**config.mk**
```make
export PLATFORM = sky130hd
export DESIGN_NAME = triangle_primitive_assembly_unit
export DESIGN_NICKNAME = d
export VERILOG_FILES = /design/src/rtl/core/tpa_pkg.sv /design/src/rtl/core/tpa_front.sv /design/src/rtl/core/tpa_queue.sv /design/src/rtl/core/tpa_back.sv /design/src/rtl/core/triangle_primitive_assembly_unit.sv
export SDC_FILE = /design/constraint.sdc
export NUM_CORES = 1
export LEC_CHECK = 0
export BUFFER_PORTS_ARGS = -buffer_cell sky130_fd_sc_hd__buf_2
export CAP_MARGIN = 20
export CORE_MARGIN = 4
export CORE_UTILIZATION = 50
export CTS_CLUSTER_SIZE = 12
export DETAILED_ROUTE_END_ITERATION = 7
export PLACE_DENSITY = 0.72
export SLEW_MARGIN = 40
export SYNTH_ARGS = -nofsm -noshare
export SYNTH_HDL_FRONTEND = slang
export SYNTH_SLANG_ARGS = --single-unit
```
**constraint.sdc**
```tcl
create_clock -name clk -period 7.9 [get_ports clk]
set_input_delay 1.185 -clock clk [delete_from_list [all_inputs] [get_ports clk]]
set_output_delay 1.185 -clock clk [all_outputs]
set_load 0.005 [all_outputs]
```
**src/rtl/core/tpa_pkg.sv**
```systemverilog
// ----------------------------------------------------------------------------
// Triangle primitive assembly package
// Shared types, field widths and codes for the triangle primitive assembly
// unit.
// ----------------------------------------------------------------------------
package tpa_pkg;

    localparam int VTX_W   = 17;
    localparam int POS_W   = 16;
    localparam int CNT_W   = 16;
    localparam int VCNT_W  = 21;
    localparam int ICNT_W  = 25;
    localparam int PCNT_W  = 21;
    localparam int KIND_W  = 3;

    localparam int TPA_MID_DEPTH = 4;

    localparam logic [KIND_W-1:0] PRIM_LIST  = 3'd4;
    localparam logic [KIND_W-1:0] PRIM_STRIP = 3'd5;
    localparam logic [KIND_W-1:0] PRIM_FAN   = 3'd6;

    localparam logic [1:0] KIND_LIST  = 2'd0;
    localparam logic [1:0] KIND_STRIP = 2'd1;
    localparam logic [1:0] KIND_FAN   = 2'd2;

    localparam logic [1:0] PHASE_LAST = 2'd2;

    localparam logic [CNT_W-1:0] MIN_COUNT = 16'd3;
    localparam logic [CNT_W-1:0] POS_MAX   = 16'hFFFF;

    localparam logic [1:0] REG_VERTEX_COUNT   = 2'd0;
    localparam logic [1:0] REG_INDEX_COUNT    = 2'd1;
    localparam logic [1:0] REG_POSITION_COUNT = 2'd2;

    typedef struct packed {
        logic [VTX_W-1:0] vtx_a;
        logic [VTX_W-1:0] vtx_b;
        logic [VTX_W-1:0] vtx_c;
        logic [POS_W-1:0] pos_a;
        logic [POS_W-1:0] pos_b;
        logic [POS_W-1:0] pos_c;
    } tpa_cand_t;

endpackage

```
**src/rtl/core/tpa_front.sv**
```systemverilog
// ----------------------------------------------------------------------------
// Triangle assembly front end
// Accepts one vertex per transaction, tracks the primitive state and emits a
// candidate triangle with its corner positions.
// ----------------------------------------------------------------------------
module tpa_front
    import tpa_pkg::*;
(
    input  logic                clk,
    input  logic                rst_n,
    input  logic                accept,
    input  logic                first,
    input  logic [KIND_W-1:0]   prim_kind,
    input  logic                indexed,
    input  logic [CNT_W-1:0]    prim_start,
    input  logic [CNT_W-1:0]    prim_count,
    input  logic [VTX_W-1:0]    vertex_index,
    input  logic [POS_W-1:0]    position_index,
    input  logic [VCNT_W-1:0]   vertex_count,
    input  logic [ICNT_W-1:0]   index_count,
    output logic                cand_push,
    output tpa_cand_t           cand
);

    logic [VTX_W-1:0] fan_vtx_reg, older_vtx_reg, newer_vtx_reg;
    logic [POS_W-1:0] fan_pos_reg, older_pos_reg, newer_pos_reg;
    logic             fan_bad_reg, older_bad_reg, newer_bad_reg;
    logic [CNT_W-1:0] vpos_reg, vpos_next;
    logic [1:0]       phase_reg, phase_next;
    logic             skip_reg, skip_next;
    logic [1:0]       kind_reg, kind_next;

    logic              bad;
    logic [ICNT_W-1:0] limit;
    logic [CNT_W:0]    span;
    logic              kind_ok;
    logic [CNT_W-1:0]  p;
    logic [1:0]        phase;
    logic              form;
    logic              any_bad;

    always_comb
    begin
        bad     = {{(VCNT_W-VTX_W){1'b0}}, vertex_index} >= vertex_count;
        limit   = indexed ? index_count : {{(ICNT_W-VCNT_W){1'b0}}, vertex_count};
        span    = {1'b0, prim_start} + {1'b0, prim_count};
        kind_ok = (prim_kind == PRIM_LIST) || (prim_kind == PRIM_STRIP) ||
                  (prim_kind == PRIM_FAN);
        if (first)
        begin
            skip_next = !kind_ok || (prim_count < MIN_COUNT) ||
                        ({{(ICNT_W-CNT_W-1){1'b0}}, span} > limit);
            kind_next = kind_ok ? 2'(prim_kind - PRIM_LIST) : KIND_LIST;
            p         = '0;
            phase     = '0;
        end
        else
        begin
            skip_next = skip_reg;
            kind_next = kind_reg;
            p         = vpos_reg;
            phase     = (phase_reg > PHASE_LAST) ? 2'd0 : phase_reg;
        end

        form = 1'b1;
        case (kind_next)
            KIND_LIST:
            begin
                form       = (phase == PHASE_LAST);
                cand.vtx_a = older_vtx_reg;
                cand.vtx_b = vertex_index;
                cand.vtx_c = newer_vtx_reg;
                cand.pos_a = older_pos_reg;
                cand.pos_b = position_index;
                cand.pos_c = newer_pos_reg;
                any_bad    = older_bad_reg || bad || newer_bad_reg;
            end
            KIND_STRIP:
            begin
                cand.vtx_a = older_vtx_reg;
                cand.pos_a = older_pos_reg;
                if (p[0])
                begin
                    cand.vtx_b = vertex_index;
                    cand.pos_b = position_index;
                    cand.vtx_c = newer_vtx_reg;
                    cand.pos_c = newer_pos_reg;
                end
                else
                begin
                    cand.vtx_b = newer_vtx_reg;
                    cand.pos_b = newer_pos_reg;
                    cand.vtx_c = vertex_index;
                    cand.pos_c = position_index;
                end
                any_bad = older_bad_reg || bad || newer_bad_reg;
            end
            default:
            begin
                cand.vtx_a = fan_vtx_reg;
                cand.vtx_b = newer_vtx_reg;
                cand.vtx_c = vertex_index;
                cand.pos_a = fan_pos_reg;
                cand.pos_b = newer_pos_reg;
                cand.pos_c = position_index;
                any_bad    = fan_bad_reg || bad || newer_bad_reg;
            end
        endcase

        cand_push  = accept && !skip_next && (p >= 16'd2) && (p < prim_count) &&
                     form && !any_bad;
        vpos_next  = (p < POS_MAX) ? p + 16'd1 : POS_MAX;
        phase_next = (phase == PHASE_LAST) ? 2'd0 : phase + 2'd1;
    end

    always_ff @(posedge clk or negedge rst_n)
    begin
        if (!rst_n)
        begin
            fan_vtx_reg   <= '0;
            fan_pos_reg   <= '0;
            fan_bad_reg   <= 1'b0;
            older_vtx_reg <= '0;
            older_pos_reg <= '0;
            older_bad_reg <= 1'b0;
            newer_vtx_reg <= '0;
            newer_pos_reg <= '0;
            newer_bad_reg <= 1'b0;
            vpos_reg      <= '0;
            phase_reg     <= '0;
            skip_reg      <= 1'b1;
            kind_reg      <= KIND_LIST;
        end
        else if (accept)
        begin
            if (p == '0)
            begin
                fan_vtx_reg <= vertex_index;
                fan_pos_reg <= position_index;
                fan_bad_reg <= bad;
            end
            older_vtx_reg <= newer_vtx_reg;
            older_pos_reg <= newer_pos_reg;
            older_bad_reg <= newer_bad_reg;
            newer_vtx_reg <= vertex_index;
            newer_pos_reg <= position_index;
            newer_bad_reg <= bad;
            vpos_reg      <= vpos_next;
            phase_reg     <= phase_next;
            skip_reg      <= skip_next;
            kind_reg      <= kind_next;
        end
    end

endmodule

```
**src/rtl/core/tpa_queue.sv**
```systemverilog
// ----------------------------------------------------------------------------
// Candidate triangle queue
// Short first-in first-out queue that decouples the front end from the
// back end.
// ----------------------------------------------------------------------------
module tpa_queue
    import tpa_pkg::*;
#(
    parameter int DEPTH = TPA_MID_DEPTH
)
(
    input  logic      clk,
    input  logic      rst_n,
    input  logic      wr_en,
    input  tpa_cand_t wr_data,
    input  logic      rd_en,
    output tpa_cand_t rd_data,
    output logic      q_full,
    output logic      q_empty
);

    localparam int PTR_W = (DEPTH > 1) ? $clog2(DEPTH) : 1;
    localparam int CNT_W = $clog2(DEPTH + 1);
    localparam logic [PTR_W-1:0] LAST_PTR  = PTR_W'(DEPTH - 1);
    localparam logic [CNT_W-1:0] DEPTH_CNT = CNT_W'(DEPTH);

    tpa_cand_t        mem [DEPTH];
    logic [PTR_W-1:0] head_reg, head_next;
    logic [PTR_W-1:0] tail_reg, tail_next;
    logic [CNT_W-1:0] count_reg, count_next;
    logic             do_wr, do_rd;

    always_comb
    begin
        do_wr      = wr_en && !q_full;
        do_rd      = rd_en && !q_empty;
        head_next  = head_reg;
        tail_next  = tail_reg;
        count_next = count_reg;
        if (do_wr)
        begin
            tail_next = (tail_reg == LAST_PTR) ? '0 : tail_reg + PTR_W'(1);
        end
        if (do_rd)
        begin
            head_next = (head_reg == LAST_PTR) ? '0 : head_reg + PTR_W'(1);
        end
        if (do_wr && !do_rd)
        begin
            count_next = count_reg + CNT_W'(1);
        end
        else if (do_rd && !do_wr)
        begin
            count_next = count_reg - CNT_W'(1);
        end
    end

    assign q_full  = (count_reg == DEPTH_CNT);
    assign q_empty = (count_reg == '0);
    assign rd_data = mem[head_reg];

    always_ff @(posedge clk)
    begin
        if (do_wr)
        begin
            mem[tail_reg] <= wr_data;
        end
    end

    always_ff @(posedge clk or negedge rst_n)
    begin
        if (!rst_n)
        begin
            head_reg  <= '0;
            tail_reg  <= '0;
            count_reg <= '0;
        end
        else
        begin
            head_reg  <= head_next;
            tail_reg  <= tail_next;
            count_reg <= count_next;
        end
    end

endmodule

```
**src/rtl/core/tpa_back.sv**
```systemverilog
// ----------------------------------------------------------------------------
// Triangle assembly back end
// Drops degenerate triangles and triangles with out-of-range positions and
// holds the surviving triangle in the output register.
// ----------------------------------------------------------------------------
module tpa_back
    import tpa_pkg::*;
(
    input  logic               clk,
    input  logic               rst_n,
    input  logic               q_empty,
    input  tpa_cand_t          q_data,
    output logic               q_pop,
    input  logic [PCNT_W-1:0]  position_count,
    input  logic               pop,
    output logic               empty,
    output logic [VTX_W-1:0]   corner_a,
    output logic [VTX_W-1:0]   corner_b,
    output logic [VTX_W-1:0]   corner_c
);

    logic             valid_reg, valid_next;
    logic [VTX_W-1:0] a_reg, b_reg, c_reg;
    logic             keep;

    always_comb
    begin
        keep = (q_data.pos_a != q_data.pos_b) && (q_data.pos_b != q_data.pos_c) &&
               (q_data.pos_a != q_data.pos_c) &&
               ({{(PCNT_W-POS_W){1'b0}}, q_data.pos_a} < position_count) &&
               ({{(PCNT_W-POS_W){1'b0}}, q_data.pos_b} < position_count) &&
               ({{(PCNT_W-POS_W){1'b0}}, q_data.pos_c} < position_count);
        q_pop      = !q_empty && (!valid_reg || pop);
        valid_next = valid_reg;
        if (q_pop)
        begin
            valid_next = keep;
        end
        else if (pop)
        begin
            valid_next = 1'b0;
        end
    end

    always_ff @(posedge clk or negedge rst_n)
    begin
        if (!rst_n)
        begin
            valid_reg <= 1'b0;
        end
        else
        begin
            valid_reg <= valid_next;
        end
    end

    always_ff @(posedge clk)
    begin
        if (q_pop && keep)
        begin
            a_reg <= q_data.vtx_a;
            b_reg <= q_data.vtx_b;
            c_reg <= q_data.vtx_c;
        end
    end

    assign empty    = !valid_reg;
    assign corner_a = a_reg;
    assign corner_b = b_reg;
    assign corner_c = c_reg;

endmodule

```
**src/rtl/core/triangle_primitive_assembly_unit.sv**
```systemverilog
// ----------------------------------------------------------------------------
// Triangle primitive assembly unit
// Builds triangles from list, strip and fan primitives, one vertex per
// transaction, and drops invalid primitives and triangles.
// ----------------------------------------------------------------------------
// The unit takes one vertex per clock cycle while full is low and returns at
// most one triangle per vertex, through the queue and the output register.
// A queue of MID_DEPTH candidates sits between the vertex front end and the
// triangle checks; full rises only when that queue is full, which happens
// when results are not popped. The user must write the mesh limits through
// the register port while no vertex is in flight; it is not enforced.
module triangle_primitive_assembly_unit
    import tpa_pkg::*;
#(
    parameter int MID_DEPTH = TPA_MID_DEPTH
)
(
    input  logic                clk,
    input  logic                rst_n,
    input  logic                psel,
    input  logic                penable,
    input  logic                pwrite,
    input  logic [3:0]          paddr,
    input  logic [31:0]         pwdata,
    output logic [31:0]         prdata,
    output logic                pready,
    input  logic                push,
    output logic                full,
    input  logic                first,
    input  logic [KIND_W-1:0]   prim_kind,
    input  logic                indexed,
    input  logic [CNT_W-1:0]    prim_start,
    input  logic [CNT_W-1:0]    prim_count,
    input  logic [VTX_W-1:0]    vertex_index,
    input  logic [POS_W-1:0]    position_index,
    output logic                empty,
    input  logic                pop,
    output logic [VTX_W-1:0]    corner_a,
    output logic [VTX_W-1:0]    corner_b,
    output logic [VTX_W-1:0]    corner_c
);

    logic [VCNT_W-1:0] vertex_count_reg;
    logic [ICNT_W-1:0] index_count_reg;
    logic [PCNT_W-1:0] position_count_reg;
    logic              wr_access;

    logic      accept;
    logic      cand_push;
    tpa_cand_t cand;
    tpa_cand_t q_data;
    logic      q_empty;
    logic      q_pop;

    assign pready    = 1'b1;
    assign wr_access = psel && penable && pwrite && pready;

    always_ff @(posedge clk or negedge rst_n)
    begin
        if (!rst_n)
        begin
            vertex_count_reg   <= '0;
            index_count_reg    <= '0;
            position_count_reg <= '0;
        end
        else if (wr_access)
        begin
            case (paddr[3:2])
                REG_VERTEX_COUNT:   vertex_count_reg   <= pwdata[VCNT_W-1:0];
                REG_INDEX_COUNT:    index_count_reg    <= pwdata[ICNT_W-1:0];
                REG_POSITION_COUNT: position_count_reg <= pwdata[PCNT_W-1:0];
                default:            ;
            endcase
        end
    end

    always_comb
    begin
        case (paddr[3:2])
            REG_VERTEX_COUNT:   prdata = {{(32-VCNT_W){1'b0}}, vertex_count_reg};
            REG_INDEX_COUNT:    prdata = {{(32-ICNT_W){1'b0}}, index_count_reg};
            REG_POSITION_COUNT: prdata = {{(32-PCNT_W){1'b0}}, position_count_reg};
            default:            prdata = '0;
        endcase
    end

    assign accept = push && !full;

    tpa_front u_front (
        .clk            (clk),
        .rst_n          (rst_n),
        .accept         (accept),
        .first          (first),
        .prim_kind      (prim_kind),
        .indexed        (indexed),
        .prim_start     (prim_start),
        .prim_count     (prim_count),
        .vertex_index   (vertex_index),
        .position_index (position_index),
        .vertex_count   (vertex_count_reg),
        .index_count    (index_count_reg),
        .cand_push      (cand_push),
        .cand           (cand)
    );

    tpa_queue #(
        .DEPTH (MID_DEPTH)
    ) u_queue (
        .clk     (clk),
        .rst_n   (rst_n),
        .wr_en   (cand_push),
        .wr_data (cand),
        .rd_en   (q_pop),
        .rd_data (q_data),
        .q_full  (full),
        .q_empty (q_empty)
    );

    tpa_back u_back (
        .clk            (clk),
        .rst_n          (rst_n),
        .q_empty        (q_empty),
        .q_data         (q_data),
        .q_pop          (q_pop),
        .position_count (position_count_reg),
        .pop            (pop),
        .empty          (empty),
        .corner_a       (corner_a),
        .corner_b       (corner_b),
        .corner_c       (corner_c)
    );

endmodule

```
# Yosys cells after proc, flatten, opt, wreduce, memory -nomap -nowiden
# Memory sizes are Yosys's and may differ from the RTL's.
# Index checks and enable logic that the tools add are counted.
dict set report word_totals {
  ramBits 396
  memories 1
  output_inout_bits 86
  in_bits 113
  regBits 249
  word_cells 125
}
dict set report op_classes {
  n_lt_le_gt_ge 10
  muxes 23
  eq_ne 13
  reduce_logical 47
  addsub 8
}
# memory depth word_bits rd rd_clocked_by_memory_dff wr line
set mem_list {}
lappend mem_list {u_queue.mem 4 99 1 0 1 tpa_queue.sv:27} ;# tpa_cand_t mem [DEPTH];
# operator n
set op_table {}
lappend op_table {{99-bit one-hot mux with 2 select lines} 1}
lappend op_table {{25-bit one-hot mux with 3 select lines} 1}
lappend op_table {{16-bit by 21-bit less-than comparator with 1-bit output} 3}
lappend op_table {{16-bit != test} 3}
lappend op_table {{34-bit two-way mux} 1}
lappend op_table {{16-bit two-way mux} 2}
lappend op_table {{32-bit two-way mux} 1}
lappend op_table {{17-bit by 25-bit > comparator with 1-bit output} 1}
lappend op_table {{25-bit two-way mux} 1}
lappend op_table {{17-bit by 21-bit greater-or-equal comparator with 1-bit output} 1}
lappend op_table {{1-bit logical AND} 19}
lappend op_table {{16-bit by 16-bit adder with 17-bit output} 1}
lappend op_table {{16-bit by 1-bit adder with 16-bit output (second input constant)} 1}
lappend op_table {{16-bit by 2-bit greater-or-equal comparator with 1-bit output (second input constant)} 1}
lappend op_table {{16-bit zero test} 1}
lappend op_table {{16-bit less-than comparator} 1}
lappend op_table {{16-bit less-than comparator (second input constant)} 1}
lappend op_table {{16-bit by 2-bit less-than comparator with 1-bit output (second input constant)} 1}
lappend op_table {{2-bit two-way mux} 7}
lappend op_table {{3-bit == test (second input constant)} 4}
lappend op_table {{1-bit logical OR} 9}
lappend op_table {{2-bit == test (second input constant)} 4}
lappend op_table {{1-bit zero test} 8}
lappend op_table {{2-bit AND reduction} 4}
lappend op_table {{12 further kinds} 24}

# Longest topological paths before layout
dict set report depth {
  depth_word 18
  depth_mapped 23
  depth_no_buf 23
}

# By module
# From an unflattened synthesis, not the netlist that was laid out.
dict set report unflattened {
  cells_unflattened 1805
  hier_area_um2 29537.1
}
# mod instances seq_area_each_um2 area_each_um2 cells_per_inst
set modules_own_cells {}
lappend modules_own_cells {tpa_queue 1 12066.6 14761.7 554}
lappend modules_own_cells {tpa_front 1 3079.2 8478.1 770}
lappend modules_own_cells {tpa_back 1 1556.5 3150.5 249}
lappend modules_own_cells {triangle_primitive_assembly_unit 1 1676.6 3146.8 232}

# Worst setup path after synthesis
# OpenSTA, ideal clock, no wires.
dict set report synth_path {
  kind {input port to flip-flop}
  from {input prim_start[0]}
  to {memory u_queue.mem[1][0] in the netlist's numbering (enable)}
  slack_ns 0.524
  setup_ns 0.469
  stages 17
  n_path_buf 0
  arrival_ns 6.907
  cell_sequence {ha_1 > fa_1 > a21o_1 > a21oi_1 > o21bai_1 > a31o_2 > a211o_1 > a21oi_1 > o21a_1 > xnor2_1 > ha_1 > a21o_1 > a21o_1 > a2111oi_0 > a21oi_1 > nor3_4 > and2_1}
}
dict set report synth_between {
  elab_chain_len 13
}
# element line
set synth_lines {}
lappend synth_lines {{start, declared} triangle_primitive_assembly_unit.sv:32} ;# input logic [CNT_W-1:0] prim_start,
lappend synth_lines {{16-bit by 16-bit adder with 17-bit output} tpa_front.sv:46} ;# span = {1'b0, prim_start} + {1'b0, prim_count};
lappend synth_lines {{17-bit by 25-bit > comparator with 1-bit output} tpa_front.sv:52} ;# ({{(ICNT_W-CNT_W-1){1'b0}}, span} > limit);
lappend synth_lines {{1-bit logical OR} tpa_front.sv:51} ;# skip_next = !kind_ok || (prim_count < MIN_COUNT) ||
lappend synth_lines {{1-bit two-way mux} tpa_front.sv:49} ;# if (first)
lappend synth_lines {{1-bit zero test} tpa_front.sv:110} ;# cand_push = accept && !skip_next && (p >= 16'd2) && (p < prim_count) &&
lappend synth_lines {{1-bit logical AND (4 in a row)} tpa_front.sv:110}
lappend synth_lines {{1-bit logical AND} tpa_front.sv:111} ;# form && !any_bad;
lappend synth_lines {{1-bit logical AND} tpa_queue.sv:35} ;# do_wr = wr_en && !q_full;
lappend synth_lines {{via u_queue.do_wr} tpa_queue.sv:31} ;# logic do_wr, do_rd;
lappend synth_lines {{1-bit two-way mux} tpa_queue.sv:64} ;# if (do_wr)
lappend synth_lines {{1-bit two-way mux (implied by the code)} tpa_queue.sv:66} ;# mem[tail_reg] <= wr_data;
lappend synth_lines {{end, declared} tpa_queue.sv:27}
# The timed path passes the listed nets, and every way through them passes these cells.

# Worst setup path after layout
dict set report layout_path {
  from {input prim_count[0]}
  to {memory u_queue.mem[2][81] in the netlist's numbering (enable)}
}
dict set report layout_between {
  elab_chain_len 13
}
# element line
set layout_lines {}
lappend layout_lines {{start, declared} triangle_primitive_assembly_unit.sv:33} ;# input logic [CNT_W-1:0] prim_count,
lappend layout_lines {{16-bit by 16-bit adder with 17-bit output / 16-bit by 2-bit less-than comparator with 1-bit output (equally long branches)} {tpa_front.sv:46, tpa_front.sv:51}}
lappend layout_lines {{17-bit by 25-bit > comparator with 1-bit output / 1-bit logical OR (equally long branches)} {tpa_front.sv:52, tpa_front.sv:51}}
lappend layout_lines {{1-bit logical OR} tpa_front.sv:51}
lappend layout_lines {{1-bit two-way mux} tpa_front.sv:49}
lappend layout_lines {{1-bit zero test} tpa_front.sv:110}
lappend layout_lines {{1-bit logical AND (2 in a row)} tpa_front.sv:110}
lappend layout_lines {{1-bit logical AND * (2 in a row)} tpa_front.sv:110}
lappend layout_lines {{1-bit logical AND *} tpa_front.sv:111}
lappend layout_lines {{1-bit logical AND *} tpa_queue.sv:35}
lappend layout_lines {{via u_queue.do_wr} tpa_queue.sv:31}
lappend layout_lines {{1-bit two-way mux *} tpa_queue.sv:64}
lappend layout_lines {{1-bit two-way mux (implied by the code) *} tpa_queue.sv:66}
# Mark *: on every way through the listed nets, which the timed path passes. The rest lies on a longest branch.

==> key figures <==
Status
  • Status: finished clean

Power
  • Power density cells: 341 mW/mm^2
  • Maximum vdd ir drop: 0.195 mV
  • Total power: 11.3 mW
  • Lkg Pwr: 13.0 nW

Clock tree
  • Total clock buffers created by CTS: 70
  • Clock sink count: 645
  • Reg clk slew, reported paths: 0.06 ns
  • H-tree Lvls: 3
  • Clk root buf: clkbuf_16
  • CTS tree: done
  • Clk buf depth: 3
  • Post-CTS sizing: 0
  • Setup bufs post-CTS: 0
  • Hold_buf cts: 0
  • Clock Latency Late Sink: 0.61 ns

Worst setup path
  • Max incr delay on CP: 0.66 ns
  • Required time worst endpoint: 8.17 ns
  • Crit. End Element: flop
  • Register-to-Register Path Depth: 12
  • Critical-path top delay cell: and2_4
  • Reg2reg start: u_queue.head_reg[0]
  • CP Class: primary input to flop
  • Crit path max fanout: 37
  • Cell family with most CP delay: compound AO/OA/AOI/OAI gates
  • Worst Path Arrival: 6.35 ns
  • FF-to-FF setup slack: 3.06 ns
  • Worst R2R End: u_back.corner_c[0]
  • Startpoint types: primary input
  • CP cell instances: buf_2, ha_1, fa_1, a21o_1, a21oi_1, o21bai_1, a31o_2, a211o_1, a21oi_1, o21a_1, xnor2_1, ha_1, a21o_1, a21o_1, a2111oi_0, a21oi_1, nor3_4, and2_4, buf_4
  • WP buf/inv: 2

Worst hold path
  • Type of the tightest min-delay check: flop to flop
  • Hold path endpoint: u_front.older_pos_reg[7]
  • Hold path depth: 2
  • Hold_sp: u_front.older_pos_reg[7]

Route
  • First DRT Iteration DRCs: 1215
  • DRT antenna net count: 0
  • Vias: 16.9k
  • DRC viols: 0
  • Wirelength per Cell: 22.5 um
  • Via density: 5.72
  • Pre-antenna DRT Iters: 7
  • Final WL: 66.8 mm

Synthesis
  • Post-Syn Area per Cell: 15.0 um^2
  • Count of different cell masters after synthesis: 65
  • Cells after Synth: 1935
  • Top post-synthesis cells by area: edfxtp_1 (46%), dfrtp_1 (17%), mux4_2 (7.7%), mux2_2 (7.3%), ha_1 (5.1%)
  • Mapped Area: 0.0291 mm^2
  • Async set-reset flop share out of synthesis: 0.307
  • Synth top area share: 0.462
  • Number of synthesized flops with an enable pin: 447
  • Syn. warnings: 0
  • Yosys top cell by area: edfxtp_1
  • Seq/Total Area, Yosys: 0.632
  • Top_reg_cell synth: edfxtp_1
  • Yosys reg bits: 645

Finish
  • Share of cells above drive strength 1: 0.278
  • Util after Layout: 0.575
  • Commonest non-fill, non-tap cells in the layout: edfxtp_1 (447), nand2_1 (264), dfrtp_1 (195)
  • NumNets Final: 2373
  • Commonest non-fill, non-tap cell in the layout: edfxtp_1
  • Area growth, synth to finish: 13.9%
  • Max reg flops: 396

Placement
  • Post-Place Worst Slack: 1.21 ns
  • DP HPWL: 44.1 mm
  • Number of port buffers: 181
  • GP Congestion: 0.909

Flow run
  • Max_cap viols: 0

STA
  • Max Transition Viols Final: 0
  • Final setup vio count: 0
  • Top achievable clock speed: 165 MHz
  • Total Neg Setup Slack: 0 ns
  • Final Hold Fails: 0
  • Final worst slack: 1.83 ns
  • Clk_skew: 0.0286 ns
  • Slew headroom: 0.407
  • Slew @ Worst Pin: 0.884 ns
  • Hold Slack: 0.472 ns
  • Final critical-path share of the clock period: 0.768
  • RSZ-0062 raised after global routing: no
  • Fin crit period: 6.07 ns

Die
  • Core Box Area: 0.0576 mm^2
  • Die X: 249 um
  • DIE AREA: 0.0620 mm^2
  • Initial Utilization: 0.505
  • Cell Rows: 88
  • Ports: 199
  • Die boundary height: 249 um

Global routing
  • Grt total ovfl: 0
  • First-pass GRT wire length: 103 mm
  • Initial antenna violation count: 9
  • Gr usage total: 0.214
  • Largest net degree at the start of global routing: 85
  • Vias in the first global route: 17.3k
[synth_stat cells (3+ instances only)]
library cell / count
edfxtp_1: 447
nand2_1: 265
dfrtp_1: 197
mux2_2: 188
ha_1: 119
mux4_2: 99
inv_1: 66
o21ai_0: 61
a21oi_1: 47
clkbuf_1: 44
xnor2_1: 44
mux2i_1: 38
nor2_1: 35
xor2_1: 25
nand4_1: 24
a21o_1: 21
nor2b_1: 21
buf_4: 17
nand3_1: 17
nor4_1: 15
buf_1: 13
o21a_1: 12
and2_1: 10
a31oi_1: 9
buf_2: 9
and3_1: 8
nor3_1: 8
nand2b_1: 7
o21bai_1: 6
a2111oi_0: 5
o22a_1: 5
a211o_1: 3
a211oi_1: 3
and4_1: 3
nor3b_1: 3
[cell type report]
class / count / area [um^2]
Tap cell: 765 / 957
Timing Repair Buffer: 210 / 1230
Antenna cell: 6 / 15.0
Clock inverter: 23 / 136
Clock buffer: 103 / 1980
Inverter: 66 / 248
Sequential cell: 645 / 18400
Multi-Input combinational cell: 1146 / 10100
Fill cell: 4486 / 24500
[worst max path at each step]
stage | cells past startpoint | startpoint | end
final | 19 | prim_count[0] | u_queue.mem[2][81]
after global routing | 19 | prim_count[0] | u_queue.mem[1][66]
after CTS | 19 | prim_count[0] | u_queue.mem[1][52]
after detailed placement | 19 | prim_count[0] | u_queue.mem[0][69]
after global placement | 19 | prim_count[0] | u_queue.mem[0][52]
after floorplan | 17 | prim_start[0] | u_queue.mem[1][0]
[routing by layer]
| metal | vias to the layer above | GRT usage | part of all wire |
|---|---|---|---|
| li1 | 7696 | - | - |
| met1 | 8722 | 0.305 | 0.44 |
| met3 | 93 | 0.0376 | 0.055 |
| met4 | 4 | 0.0494 | 0.019 |
| met5 | - | 0 | 0.00037 |
| met2 | 430 | 0.349 | 0.49 |
[through the flow]
step	instance area, um^2	instances
after floorplan	29100	1941
after global placement	30900	2830
after detailed placement	30900	2830
after CTS	33000	2956
after global routing	33100	2962
final	33100	2964
[worst min-delay path: stages, from the launching register on]
cell and delay, ns:
dfrtp_1 0.34, nand2_1 0.05, nand2_1 0.05
[cell families (layout without fill, tap and decap cells)]
family	Yosys count	count (layout)	synth area share
other	2	14	0.000258
buffers and inverters	150	402	0.0222
AO/OA/AOI/OAI	197	197	0.0427
XOR/XNOR	69	69	0.0208
flip-flops	645	645	0.632
adder cells (fa/ha/maj)	121	121	0.0526
AND/OR/NAND/NOR	426	426	0.0662
multiplexers	325	325	0.163
[power breakdown]
| group | internal (mW) | switching (mW) |
|---|---|---|
| clock | 1.74 | 1.28 |
| combinational | 1.53 | 1.84 |
| sequential | 4.52 | 0.392 |
| total | 7.79 | 3.51 |
Power figures use the tool's default switching activity.
